<file path="src/rtl/core/cgt_pkg.sv">
// shared types, constants and small tables for the calendar / gps time converter
`default_nettype none
package cgt_pkg;

  localparam logic CMD_CAL_TO_GPS = 1'b0;
  localparam logic CMD_GPS_TO_CAL = 1'b1;

  // number of register stages in each conversion datapath
  localparam int PIPE_DEPTH = 6;

  typedef struct packed {
    logic        command;
    logic [11:0] year;
    logic [3:0]  month;
    logic [4:0]  day;
    logic [4:0]  hour;
    logic [5:0]  minute;
    logic [15:0] milli_second;
    logic [14:0] week;
    logic [29:0] ms_of_week;
  } in_t;

  typedef struct packed {
    logic [14:0] week_out;
    logic [29:0] ms_of_week_out;
    logic [11:0] year_out;
    logic [3:0]  month_out;
    logic [4:0]  day_out;
    logic [4:0]  hour_out;
    logic [5:0]  minute_out;
    logic [15:0] milli_second_out;
    logic        invalid;
  } out_t;

  typedef struct packed {
    logic        bad;
    logic [14:0] week;
    logic [29:0] ms;
  } c2g_res_t;

  typedef struct packed {
    logic        bad;
    logic [11:0] year;
    logic [3:0]  month;
    logic [4:0]  day;
    logic [4:0]  hour;
    logic [5:0]  minute;
    logic [15:0] msec;
  } g2c_res_t;

  // calendar sum at the gps epoch: 679019 + 44244
  localparam logic [20:0] EPOCH_SUM = 21'd723263;
  // gps epoch mjd + 2400001 + 1537
  localparam logic [21:0] B_BASE = 22'd2445782;
  localparam logic [25:0] B_OFS = 26'd2442;

  // reciprocals, exact over the operand ranges used
  localparam int DIV7_K = 21;
  localparam logic [18:0] DIV7_M = 19'(((64'd1 << DIV7_K) + 64'd6) / 64'd7);
  localparam int CDIV_K = 39;
  localparam logic [26:0] CDIV_M = 27'(((64'd1 << CDIV_K) + 64'd7304) / 64'd7305);
  localparam int EDIV_K = 30;
  localparam logic [25:0] EDIV_M = 26'(((64'd10000 << EDIV_K) + 64'd306000) / 64'd306001);
  localparam int HDIV_K = 49;
  localparam logic [27:0] HDIV_M = 28'(((64'd1 << HDIV_K) + 64'd3599999) / 64'd3600000);
  localparam int MDIV_K = 38;
  localparam logic [22:0] MDIV_M = 23'(((64'd1 << MDIV_K) + 64'd59999) / 64'd60000);

  // floor(30.6001 * x)
  function automatic logic [8:0] month_days(input logic [3:0] x);
    logic [8:0] r;
    case (x)
      4'd0:    r = 9'd0;
      4'd1:    r = 9'd30;
      4'd2:    r = 9'd61;
      4'd3:    r = 9'd91;
      4'd4:    r = 9'd122;
      4'd5:    r = 9'd153;
      4'd6:    r = 9'd183;
      4'd7:    r = 9'd214;
      4'd8:    r = 9'd244;
      4'd9:    r = 9'd275;
      4'd10:   r = 9'd306;
      4'd11:   r = 9'd336;
      4'd12:   r = 9'd367;
      4'd13:   r = 9'd397;
      4'd14:   r = 9'd428;
      4'd15:   r = 9'd459;
      default: r = 9'd0;
    endcase
    return r;
  endfunction

  // day of week times ms per day
  function automatic logic [29:0] day_ms(input logic [2:0] d);
    logic [29:0] r;
    case (d)
      3'd0:    r = 30'd0;
      3'd1:    r = 30'd86400000;
      3'd2:    r = 30'd172800000;
      3'd3:    r = 30'd259200000;
      3'd4:    r = 30'd345600000;
      3'd5:    r = 30'd432000000;
      3'd6:    r = 30'd518400000;
      default: r = 30'd0;
    endcase
    return r;
  endfunction

endpackage
`default_nettype wire

</file>
<file path="src/rtl/core/cgt_c2g.sv">
// calendar to gps week / ms of week datapath
`default_nettype none
module cgt_c2g (
  input  wire logic            clk,
  input  wire logic            en,
  input  wire cgt_pkg::in_t    din,
  output cgt_pkg::c2g_res_t    res
);

  // stage 1
  logic        bad1_r;
  logic [20:0] a1_r;
  logic [8:0]  t1_r;
  logic [4:0]  day1_r;
  logic [26:0] hms1_r;
  logic [21:0] mims1_r;
  logic [15:0] msec1_r;
  // stage 2
  logic        bad2_r;
  logic [17:0] dd2_r;
  logic [26:0] tod2_r;
  // stage 3
  logic        bad3_r;
  logic [17:0] dd3_r;
  logic [36:0] qp3_r;
  logic [26:0] tod3_r;
  // stage 4..6
  cgt_pkg::c2g_res_t res4_r, res5_r, res6_r;

  logic        bad1_nxt;
  logic [11:0] y1;
  logic [3:0]  m1;
  logic [20:0] s2;
  logic [14:0] w4;
  logic [2:0]  r4;

  always_comb begin
    bad1_nxt = (din.year < 12'd1980) || (din.year > 12'd2399) ||
               (din.month < 4'd1) || (din.month > 4'd12) ||
               (din.day < 5'd1) || (din.hour > 5'd23) ||
               (din.minute > 6'd59) || (din.milli_second > 16'd59999);
    if (din.month <= 4'd2) begin
      y1 = din.year - 12'd1;
      m1 = din.month + 4'd13;
    end else begin
      y1 = din.year;
      m1 = din.month + 4'd1;
    end
    s2 = a1_r + 21'(t1_r) + 21'(day1_r);
    w4 = qp3_r[35:21];
    r4 = 3'(dd3_r - 18'(w4) * 18'd7);
  end

  always_ff @(posedge clk) begin
    if (en) begin
      bad1_r  <= bad1_nxt;
      a1_r    <= 21'((23'(y1) * 23'd1461) >> 2);
      t1_r    <= cgt_pkg::month_days(m1);
      day1_r  <= din.day;
      hms1_r  <= 27'(din.hour) * 27'd3600000;
      mims1_r <= 22'(din.minute) * 22'd60000;
      msec1_r <= din.milli_second;

      bad2_r <= bad1_r || (s2 < cgt_pkg::EPOCH_SUM);
      dd2_r  <= 18'(s2 - cgt_pkg::EPOCH_SUM);
      tod2_r <= hms1_r + 27'(mims1_r) + 27'(msec1_r);

      bad3_r <= bad2_r;
      dd3_r  <= dd2_r;
      qp3_r  <= 37'(dd2_r) * 37'(cgt_pkg::DIV7_M);
      tod3_r <= tod2_r;

      res4_r.bad  <= bad3_r;
      res4_r.week <= w4;
      res4_r.ms   <= cgt_pkg::day_ms(r4) + 30'(tod3_r);

      res5_r <= res4_r;
      res6_r <= res5_r;
    end
  end

  assign res = res6_r;

endmodule
`default_nettype wire

</file>
<file path="src/rtl/core/cgt_g2c.sv">
// gps week / ms of week to calendar datapath
`default_nettype none
module cgt_g2c (
  input  wire logic            clk,
  input  wire logic            en,
  input  wire cgt_pkg::in_t    din,
  output cgt_pkg::g2c_res_t    res
);

  logic        bad1_r, bad2_r, bad3_r, bad4_r, bad5_r;
  logic [2:0]  dow1_r;
  logic [17:0] wk71_r;
  logic [29:0] mow1_r;
  logic [21:0] b2_r, b3_r;
  logic [25:0] n2_r;
  logic [26:0] tod2_r, tod3_r;
  logic [52:0] cp3_r;
  logic [54:0] hp3_r;
  logic [12:0] c4_r, c5_r;
  logic [9:0]  x4_r, x5_r;
  logic [4:0]  h4_r, h5_r;
  logic [21:0] rem4_r, rem5_r;
  logic [34:0] ep5_r;
  logic [44:0] mp5_r;
  cgt_pkg::g2c_res_t res6_r;

  logic [2:0]  dow_nxt;
  logic [21:0] bsum;
  logic [12:0] c4;
  logic [21:0] d4;
  logic [4:0]  h4;
  logic [3:0]  e6;
  logic [3:0]  mon6;
  logic [5:0]  mi6;

  always_comb begin
    dow_nxt = 3'd0;
    for (int k = 1; k < 7; k++) begin
      if (din.ms_of_week >= 30'(k * 86400000)) dow_nxt = 3'(k);
    end
    bsum = cgt_pkg::B_BASE + 22'(wk71_r) + 22'(dow1_r);
    c4   = cp3_r[51:39];
    d4   = 22'((24'(c4) * 24'd1461) >> 2);
    h4   = hp3_r[53:49];
    e6   = ep5_r[33:30];
    mon6 = (e6 >= 4'd14) ? e6 - 4'd13 : e6 - 4'd1;
    mi6  = mp5_r[43:38];
  end

  always_ff @(posedge clk) begin
    if (en) begin
      bad1_r <= (din.week > 15'd22000) || (din.ms_of_week >= 30'd604800000);
      dow1_r <= dow_nxt;
      wk71_r <= 18'(din.week) * 18'd7;
      mow1_r <= din.ms_of_week;

      bad2_r <= bad1_r;
      b2_r   <= bsum;
      n2_r   <= 26'(bsum) * 26'd20 - cgt_pkg::B_OFS;
      tod2_r <= 27'(mow1_r - cgt_pkg::day_ms(dow1_r));

      bad3_r <= bad2_r;
      b3_r   <= b2_r;
      tod3_r <= tod2_r;
      cp3_r  <= 53'(n2_r) * 53'(cgt_pkg::CDIV_M);
      hp3_r  <= 55'(tod2_r) * 55'(cgt_pkg::HDIV_M);

      bad4_r <= bad3_r;
      c4_r   <= c4;
      x4_r   <= 10'(b3_r - d4);
      h4_r   <= h4;
      rem4_r <= 22'(tod3_r - 27'(h4) * 27'd3600000);

      bad5_r <= bad4_r;
      c5_r   <= c4_r;
      x5_r   <= x4_r;
      h5_r   <= h4_r;
      rem5_r <= rem4_r;
      ep5_r  <= 35'(x4_r) * 35'(cgt_pkg::EDIV_M);
      mp5_r  <= 45'(rem4_r) * 45'(cgt_pkg::MDIV_M);

      res6_r.bad    <= bad5_r;
      res6_r.year   <= 12'(c5_r - 13'd4715 - ((mon6 >= 4'd3) ? 13'd1 : 13'd0));
      res6_r.month  <= mon6;
      res6_r.day    <= 5'(x5_r - 10'(cgt_pkg::month_days(e6)));
      res6_r.hour   <= h5_r;
      res6_r.minute <= mi6;
      res6_r.msec   <= 16'(rem5_r - 22'(mi6) * 22'd60000);
    end
  end

  assign res = res6_r;

endmodule
`default_nettype wire

</file>
<file path="src/rtl/core/calendar_gps_time_converter_unit.sv">
// Calendar <-> GPS week / time-of-week converter, top level.
// Input channel in_valid / in_stall / in_data carries one conversion request;
// in_data.command selects calendar to gps (0) or gps to calendar (1).
// Result channel out_valid / out_stall / out_data returns exactly one result
// per request, in order. Fields of the unused direction are zero, and an
// out-of-range or pre-epoch request returns invalid = 1 with all else zero.
// The path is six datapath stages (reciprocal multiplies for the
// divisions by 7, 7305, 306001/10000, 3600000 and 60000) plus the output
// register. Throughput is one transaction per cycle while out_stall does not hold a result.
// When out_stall holds a pending result, the whole pipeline freezes and
// in_stall is raised; nothing is lost or repeated.
// Reset clears all valid flags; the data registers are not reset.
`default_nettype none
module calendar_gps_time_converter_unit (
  input  wire logic          clk,
  input  wire logic          rst_n,
  input  wire logic          in_valid,
  output logic               in_stall,
  input  wire cgt_pkg::in_t  in_data,
  output logic               out_valid,
  input  wire logic          out_stall,
  output cgt_pkg::out_t      out_data
);

  localparam int D = cgt_pkg::PIPE_DEPTH;

  logic [D-1:0]      vld_r;
  logic [D-1:0]      cmd_r;
  logic              out_valid_r;
  cgt_pkg::out_t     out_data_r;
  cgt_pkg::out_t     res_nxt;
  cgt_pkg::c2g_res_t c2g_res;
  cgt_pkg::g2c_res_t g2c_res;
  logic              en;

  assign en       = !(out_valid_r && out_stall);
  assign in_stall = !en;

  cgt_c2g u_c2g (.clk(clk), .en(en), .din(in_data), .res(c2g_res));
  cgt_g2c u_g2c (.clk(clk), .en(en), .din(in_data), .res(g2c_res));

  always_comb begin
    res_nxt = '0;
    if (cmd_r[D-1] == cgt_pkg::CMD_CAL_TO_GPS) begin
      if (c2g_res.bad) begin
        res_nxt.invalid = 1'b1;
      end else begin
        res_nxt.week_out       = c2g_res.week;
        res_nxt.ms_of_week_out = c2g_res.ms;
      end
    end else begin
      if (g2c_res.bad) begin
        res_nxt.invalid = 1'b1;
      end else begin
        res_nxt.year_out         = g2c_res.year;
        res_nxt.month_out        = g2c_res.month;
        res_nxt.day_out          = g2c_res.day;
        res_nxt.hour_out         = g2c_res.hour;
        res_nxt.minute_out       = g2c_res.minute;
        res_nxt.milli_second_out = g2c_res.msec;
      end
    end
  end

  always_ff @(posedge clk) begin
    if (!rst_n) begin
      vld_r       <= '0;
      out_valid_r <= 1'b0;
    end else if (en) begin
      vld_r       <= {vld_r[D-2:0], in_valid};
      out_valid_r <= vld_r[D-1];
    end
  end

  always_ff @(posedge clk) begin
    if (en) begin
      cmd_r <= {cmd_r[D-2:0], in_data.command};
      if (vld_r[D-1]) out_data_r <= res_nxt;
    end
  end

  assign out_valid = out_valid_r;
  assign out_data  = out_data_r;

`ifndef SYNTHESIS
  a_invalid_zero: assert property (@(posedge clk) disable iff (!rst_n)
    (out_valid_r && out_data_r.invalid) |->
      (out_data_r.week_out == '0 && out_data_r.ms_of_week_out == '0 &&
       out_data_r.year_out == '0 && out_data_r.month_out == '0))
    else $error("invalid result carries nonzero fields");

  a_gps_range: assert property (@(posedge clk) disable iff (!rst_n)
    (out_valid_r && !out_data_r.invalid && out_data_r.month_out == '0) |->
      (out_data_r.ms_of_week_out < 30'd604800000 && out_data_r.year_out == '0))
    else $error("gps result out of range");

  a_cal_range: assert property (@(posedge clk) disable iff (!rst_n)
    (out_valid_r && !out_data_r.invalid && out_data_r.month_out != '0) |->
      (out_data_r.month_out <= 4'd12 && out_data_r.day_out != '0 &&
       out_data_r.week_out == '0 && out_data_r.ms_of_week_out == '0))
    else $error("calendar result out of range");

  a_freeze: assert property (@(posedge clk) disable iff (!rst_n)
    !en |=> $stable(vld_r))
    else $error("pipeline moved during stall");
`endif

endmodule
`default_nettype wire

</file>
<file path="config.mk">
export PLATFORM = sky130hd
export DESIGN_NAME = calendar_gps_time_converter_unit
export DESIGN_NICKNAME = d
export VERILOG_FILES = /design/src/rtl/core/cgt_pkg.sv /design/src/rtl/core/cgt_c2g.sv /design/src/rtl/core/cgt_g2c.sv /design/src/rtl/core/calendar_gps_time_converter_unit.sv
export SDC_FILE = /design/constraint.sdc
export NUM_CORES = 2
export LEC_CHECK = 0
export BUFFER_PORTS_ARGS = -buffer_cell sky130_fd_sc_hd__buf_2
export CORE_UTILIZATION = 55
export DETAILED_ROUTE_END_ITERATION = 16
export PLACE_DENSITY = 0.76
export SKIP_CTS_REPAIR_TIMING = 1
export SLEW_MARGIN = 20
export SYNTH_ARGS = -nofsm -noshare
export SYNTH_HDL_FRONTEND = slang
export SYNTH_SLANG_ARGS = --single-unit
</file>
<file path="constraint.sdc">
create_clock -name clk -period 32.9 [get_ports clk]
set_input_delay 3.29 -clock clk [delete_from_list [all_inputs] [get_ports clk]]
set_output_delay 3.29 -clock clk [all_outputs]
set_load 0.03 [all_outputs]
</file>
# Word-level counts from Yosys, hierarchy flattened

Memory sizes are Yosys's and may differ from the RTL's. A register that Yosys moved wholly into a read port is not among the register bits.
Cells that the tools add are included.

Word-level logic and storage cells: 172
ROM bits: 288
Output and inout port bits: 96
Register bits: 898
Memories: 2
Bits of input ports: 98

Multiplexer cells: 18
Reductions and logical operators: 15
Bitwise logic cells: 2
Multiply operators: 14
Add/sub/neg operators: 22
Equal/unequal tests: 12
$lt $le $gt $ge: 20

Memory list:

| name            | words | width | read ports | clocked after Yosys merged registers in | wr ports | RTL line      | source |
|---|---|---|---|---|---|---|---|
| (no name shown) | 16    | 9     | 1          | 1                                       | 0        | cgt_pkg.sv:72 | `case (x)` |
| (no name shown) | 16    | 9     | 1          | 1                                       | 0        | cgt_pkg.sv:72 |  |

Operator list:

| operator                                                                | count |
|---|---|
| 29-bit case mux with 6 select lines                                     | 1 |
| 27-bit case mux with 6 select lines                                     | 1 |
| 30-bit by 29-bit >= comparator with 1-bit output, second input constant | 3 |
| 30-bit by 28-bit >= comparator with 1-bit output, second input constant | 2 |
| 27-bit by 26-bit multiplier with 52-bit output, second input constant   | 1 |
| 26-bit by 26-bit multiplier with 51-bit output, second input constant   | 1 |
| 22-bit by 23-bit multiplier with 44-bit output, second input constant   | 1 |
| 18-bit by 18-bit multiplier with 35-bit output, second input constant   | 1 |
| 30-bit by 27-bit adder with 30-bit output                               | 1 |
| 30-bit by 27-bit >= comparator with 1-bit output, second input constant | 1 |
| 30-bit >= comparator, second input constant                             | 1 |
| 10-bit by 22-bit multiplier with 30-bit output, second input constant   | 1 |
| 30-bit 2-to-1 mux                                                       | 1 |
| 27-bit by 16-bit adder with 27-bit output                               | 1 |
| 27-bit by 22-bit adder with 27-bit output                               | 1 |
| 27-bit 2-to-1 mux                                                       | 1 |
| 27-bit subtractor                                                       | 1 |
| 26-bit by 12-bit subtractor with 26-bit output, second input constant   | 1 |
| 22-bit by 3-bit multiplier with 24-bit output, second input constant    | 1 |
| 12-bit by 11-bit multiplier with 23-bit output, second input constant   | 1 |
| 22-bit by 18-bit adder with 22-bit output, first input constant         | 1 |
| 22-bit by 3-bit adder with 22-bit output                                | 1 |
| 22-bit subtractor                                                       | 1 |
| 21-bit by 5-bit adder with 21-bit output                                | 1 |
| 49 further kinds                                                        | 76 |

# Depth between registers and ports, before layout

Depth in word-level cells: 8
Gate-level depth with buffers: 26
Gate-level depth less buffers: 26

# Hierarchy

Synthesis repeated with hierarchy kept, for this count alone.

Cells, all modules: 6961
Area total of the unflattened synthesis: 79112.1 um2

By module, submodules not included:

| module                           | cells an instance | seq. area each (um2) | times used | area each (um2) |
|---|---|---|---|---|
| cgt_g2c                          | 4871              | 9379.0               | 1          | 52480.3 |
| cgt_c2g                          | 1859              | 9579.2               | 1          | 22715.5 |
| calendar_gps_time_converter_unit | 231               | 3143.0               | 1          | 3916.3 |

# Least setup slack after synthesis

OpenSTA, ideal clock, no wires.

Path kind: input -> register
From: in out_stall
To: reg with a tool-made name
Setup time: 0.072 ns
Slack: 6.923 ns
Arrival: 25.905 ns
Stages: 6
Cell sequence: nand2_1 -> clkbuf_1 -> mux2i_1 -> ha_1 -> mux2_2 -> mux2i_1

RTL lines:

| what        | RTL line                               | source |
|---|---|---|
| from (decl) | calendar_gps_time_converter_unit.sv:21 | `input wire logic out_stall,` |

# Worst setup path after layout

From: in in_data[77] (netlist bit)
To: reg u_c2g.a1_r[17] (data pin)

Cells in the longest elaborated chain, start to end: 3

Ends and longest elaborated chain:

| what                                           | RTL line                               | source |
|---|---|---|
| from (decl)                                    | calendar_gps_time_converter_unit.sv:19 | `input wire cgt_pkg::in_t in_data,` |
| 4-bit by 2-bit <= comparator with 1-bit output | cgt_c2g.sv:42                          | `if (din.month <= 4'd2) begin` |
| 12-bit 2-to-1 mux                              | cgt_c2g.sv:42                          |  |
| 12-bit by 11-bit multiplier with 23-bit output | cgt_c2g.sv:57                          | `a1_r <= 21'((23'(y1) * 23'd1461) >> 2);` |
| to (signal assigned)                           | cgt_c2g.sv:57                          |  |
| to (decl)                                      | cgt_c2g.sv:12                          | `logic [20:0] a1_r;` |

Every way passes these cells.
A chain may end at the register's enable or synchronous reset.

==> flow_summary.yaml <==
drt:
  num_vias: 46500
  vias_per_cell: 5.21
  wl_per_cell_um: 17.3
  drc: 0
  drt.antenna.violating_nets: 0
  drt-pass1-iter-count: 5
  routed_wirelength_um: 155000
  drt_iter0_markers: 2363
yosys:
  synth_enable_flop_cells: 728
  synth.distinct_cells: 85
  syn-num-nets: 9205
  ys_async_sr_fraction: 0
  synth.cell_area_um2: 77400
  avg_cell_area_syn_um2: 11.5
  synth_seq_cells: 740
  synth-main-ff-cell: "sky130_fd_sc_hd__edfxtp_1"
  netlist_instances: 6716
  synth.yosys.warnings: 0
  synth.yosys.seq_area_share: 0.286
sta:
  setup_viol: 0
  transition_time_of_the_tightest_slew_check_pin_ns: 1.07
  min_period_over_period: 0.279
  hold_violations: 0
  rsz0062_at_grt: "no"
  drv_slew: 0
  finClkSkew_ns: 0.0395
  holdWs_ns: 0.410
  max_clock_freq_mhz: 109
  finalSetupTns_ns: 0
  min_period_ns: 9.18
  max_slew_margin: 0.284
global_route:
  gr-total-overflow: 0
  initial_antenna_violation_count: 12
  grt_max_degree: 177
  gr-usage-all-layers: 0.229
  via_count_of_the_first_global_routing_pass: 50500
  grt_pass1_wl_um: 256000
die:
  initial_core_util: 0.554
  die-area_um2: 142000
  io-pin-count: 194
  die_w_um: 377
  core_area_um2: 140000
  chipHeight_um: 377
  row_count: 137
worst_setup_path:
  path_max_fanout: 9
  cp-end-kind: "register"
  criticalPathCategory: "in2reg"
  critical_path.startpoint: "in_data[77]"
  critical_path_required_ns: 33.34
  critical_path_at_ns: 9.61
  worst-r2r-setup-slack_ns: 24.73
  regToRegStartpoint: "u_g2c.rem4_r[4]"
  startpoint_class: "input pin"
layout:
  final_cell_area_um2: 83600
  post_layout_nonfiller_instances: 8930
  layout-drive-gt1-share: 0.0542
  fillers: 11100
  flow.area_growth_from_synthesis_pct: 8.13
  fin_nets: 9470
cts:
  cts_buf_count: 83
  worst_setup_hold_path_clk_slew_ns: 0.06
  clock_path_buffers: 3
  h-tree-depth: 3
  cts_root_buf: "sky130_fd_sc_hd__clkbuf_16"
  worstSkewPairLatency_ns: 0.71
  tritoncts: "built"
  clock_sinks: 740
run_status:
  outcome: "finished clean"
placement:
  finalWeightedCongestion: 0.932
  placed_cell_area_um2: 80700
  detailed_place_hpwl_um: 129000
  place.port_buffers: 193
  place.detailed.instances: 8770
flow_run:
  maxCapViolations: 0
min_path:
  hold_path.class: "reg2reg"
  min_from: "u_c2g.tod2_r[22]"
synth_stat cells, drive strengths merged (29+ instances only):
cell | instances | share of area
fa | 976 | 0.25
nor3 | 63 | 0.0041
o21bai | 29 | 0.0028
xor2 | 98 | 0.011
xnor2 | 239 | 0.027
edfxtp | 728 | 0.28
inv | 1809 | 0.088
o21ai | 111 | 0.0072
and2 | 105 | 0.0085
a21o | 87 | 0.0084
a21oi | 182 | 0.012
nand3 | 55 | 0.0036
nand2 | 149 | 0.0073
nor2b | 33 | 0.0027
ha | 1415 | 0.23
nor2 | 197 | 0.0096
and3 | 29 | 0.0023
cells in the final DEF, fill, tap and decap left out, types with 17 or more instances in the layout:
| cell | n |
|---|---|
| sky130_fd_sc_hd__and3_1 | 29 |
| sky130_fd_sc_hd__nor4_1 | 17 |
| sky130_fd_sc_hd__a21boi_0 | 22 |
| sky130_fd_sc_hd__nor2_1 | 195 |
| sky130_fd_sc_hd__a21o_1 | 87 |
| sky130_fd_sc_hd__o21bai_1 | 29 |
| sky130_fd_sc_hd__xnor2_1 | 239 |
| sky130_fd_sc_hd__buf_2 | 193 |
| sky130_fd_sc_hd__edfxtp_1 | 728 |
| sky130_fd_sc_hd__o21a_1 | 25 |
| sky130_fd_sc_hd__a21oi_1 | 182 |
| sky130_fd_sc_hd__xor2_1 | 98 |
| sky130_fd_sc_hd__inv_1 | 1809 |
| sky130_fd_sc_hd__o21ai_0 | 108 |
| sky130_fd_sc_hd__nand3_1 | 55 |
| sky130_fd_sc_hd__nand2_1 | 147 |
| sky130_fd_sc_hd__a211oi_1 | 26 |
| sky130_fd_sc_hd__ha_1 | 1415 |
| sky130_fd_sc_hd__and2_1 | 104 |
| sky130_fd_sc_hd__nor3_1 | 62 |
| sky130_fd_sc_hd__nor2b_1 | 32 |
| sky130_fd_sc_hd__a31oi_1 | 18 |
| sky130_fd_sc_hd__nand2b_1 | 22 |
| sky130_fd_sc_hd__or3_1 | 19 |
| sky130_fd_sc_hd__clkbuf_16 | 83 |
| sky130_fd_sc_hd__fa_1 | 976 |
| sky130_fd_sc_hd__nand4_1 | 27 |
path summary, 6_finish.rpt:
path / to / cells past startpoint
setup / recovery: u_c2g.a1_r[17] / 25
hold / removal: u_c2g.tod3_r[22] / 0
setup reg to reg: u_g2c.mp5_r[43] / 26
hold reg to reg: u_c2g.tod3_r[22] / 0
worst max-delay path, cell delays in order:
cell                        delay (ns)
sky130_fd_sc_hd__buf_2            0.16
sky130_fd_sc_hd__inv_1            0.16
sky130_fd_sc_hd__ha_1             0.16
sky130_fd_sc_hd__o21ai_0          0.17
sky130_fd_sc_hd__nor3_1           0.27
sky130_fd_sc_hd__nand3_1          0.20
sky130_fd_sc_hd__nor4_1           0.26
sky130_fd_sc_hd__xor2_1           0.37
sky130_fd_sc_hd__ha_1             0.33
sky130_fd_sc_hd__fa_1             0.50
sky130_fd_sc_hd__inv_1            0.05
sky130_fd_sc_hd__fa_1             0.47
sky130_fd_sc_hd__inv_1            0.05
sky130_fd_sc_hd__fa_1             0.54
sky130_fd_sc_hd__inv_1            0.07
sky130_fd_sc_hd__fa_1             0.52
sky130_fd_sc_hd__inv_1            0.04
sky130_fd_sc_hd__ha_1             0.22
sky130_fd_sc_hd__o41ai_1          0.71
sky130_fd_sc_hd__o2111ai_1        0.24
sky130_fd_sc_hd__a31oi_1          0.30
sky130_fd_sc_hd__nor2b_1          0.08
sky130_fd_sc_hd__o21ai_0          0.19
sky130_fd_sc_hd__nor2b_1          0.18
sky130_fd_sc_hd__xnor2_1          0.07
area by class of cell:
type                       count  area (um^2)  area share
clock inverter                63          758     0.00907
sequential                   740        22100       0.264
clock buffer                  90         2100      0.0251
inverter                    1809         6790      0.0812
antenna                        5         12.5    0.000150
timing repair buffer         209         1150      0.0138
tap                         1876         2350      0.0281
multi-input combinational   4138        48400       0.578
flip-flops by register name, indices dropped and copies added, names as in the netlist, 15 cells and up, named ones only:
name / flops
u_g2c.mow1_r: 27
u_g2c.n2_r: 24
u_g2c.rem5_r: 15
u_c2g.tod2_r: 27
out_data: 94
u_c2g.mims1_r: 17
u_c2g.res: 46
u_g2c.rem4_r: 22
u_c2g.dd2_r: 18
u_c2g.tod3_r: 27
u_g2c.wk71_r: 18
u_c2g.msec1_r: 16
u_c2g.hms1_r: 20
u_c2g.qp3_r: 15
u_c2g.a1_r: 21
u_g2c.tod2_r: 27
u_g2c.tod3_r: 22
u_c2g.res5_r: 46
u_c2g.res4_r: 46
u_g2c.res: 49
cells by family (layout without fill, tap and decap cells):
family,count (synthesis),in the layout,share of synthesized area
and+or+nand+nor,760,760,0.0494
AOI/OAI and AO/OA,635,635,0.0541
other,0,5,0
DFF,740,740,0.286
xor gates and xnor gates,337,337,0.0382
adders and majority gates,2391,2391,0.481
muxes,15,15,0.00201
buffers and inverters,1838,2171,0.0892
routing by layer:
layer / part of all wire / vias to the layer above / track usage
met5: 0.000090 / - / 0
met4: 0.031 / 2 / 0.0726
met3: 0.048 / 236 / 0.0315
met2: 0.50 / 984 / 0.404
met1: 0.42 / 23000 / 0.289
li1: - / 22400 / -
per-stage QoR:
stage	setup slack (ns)	util
6_report	23.72	0.599
4_1_cts	23.71	0.599
5_1_grt	23.25	0.599
3_5_place_dp	22.97	0.578
2_1_floorplan	6.92	-
3_3_place_gp	23.05	0.578
Power is not shown: default switching activity piles up to over one toggle a cycle in this logic, so the estimate is an artifact.
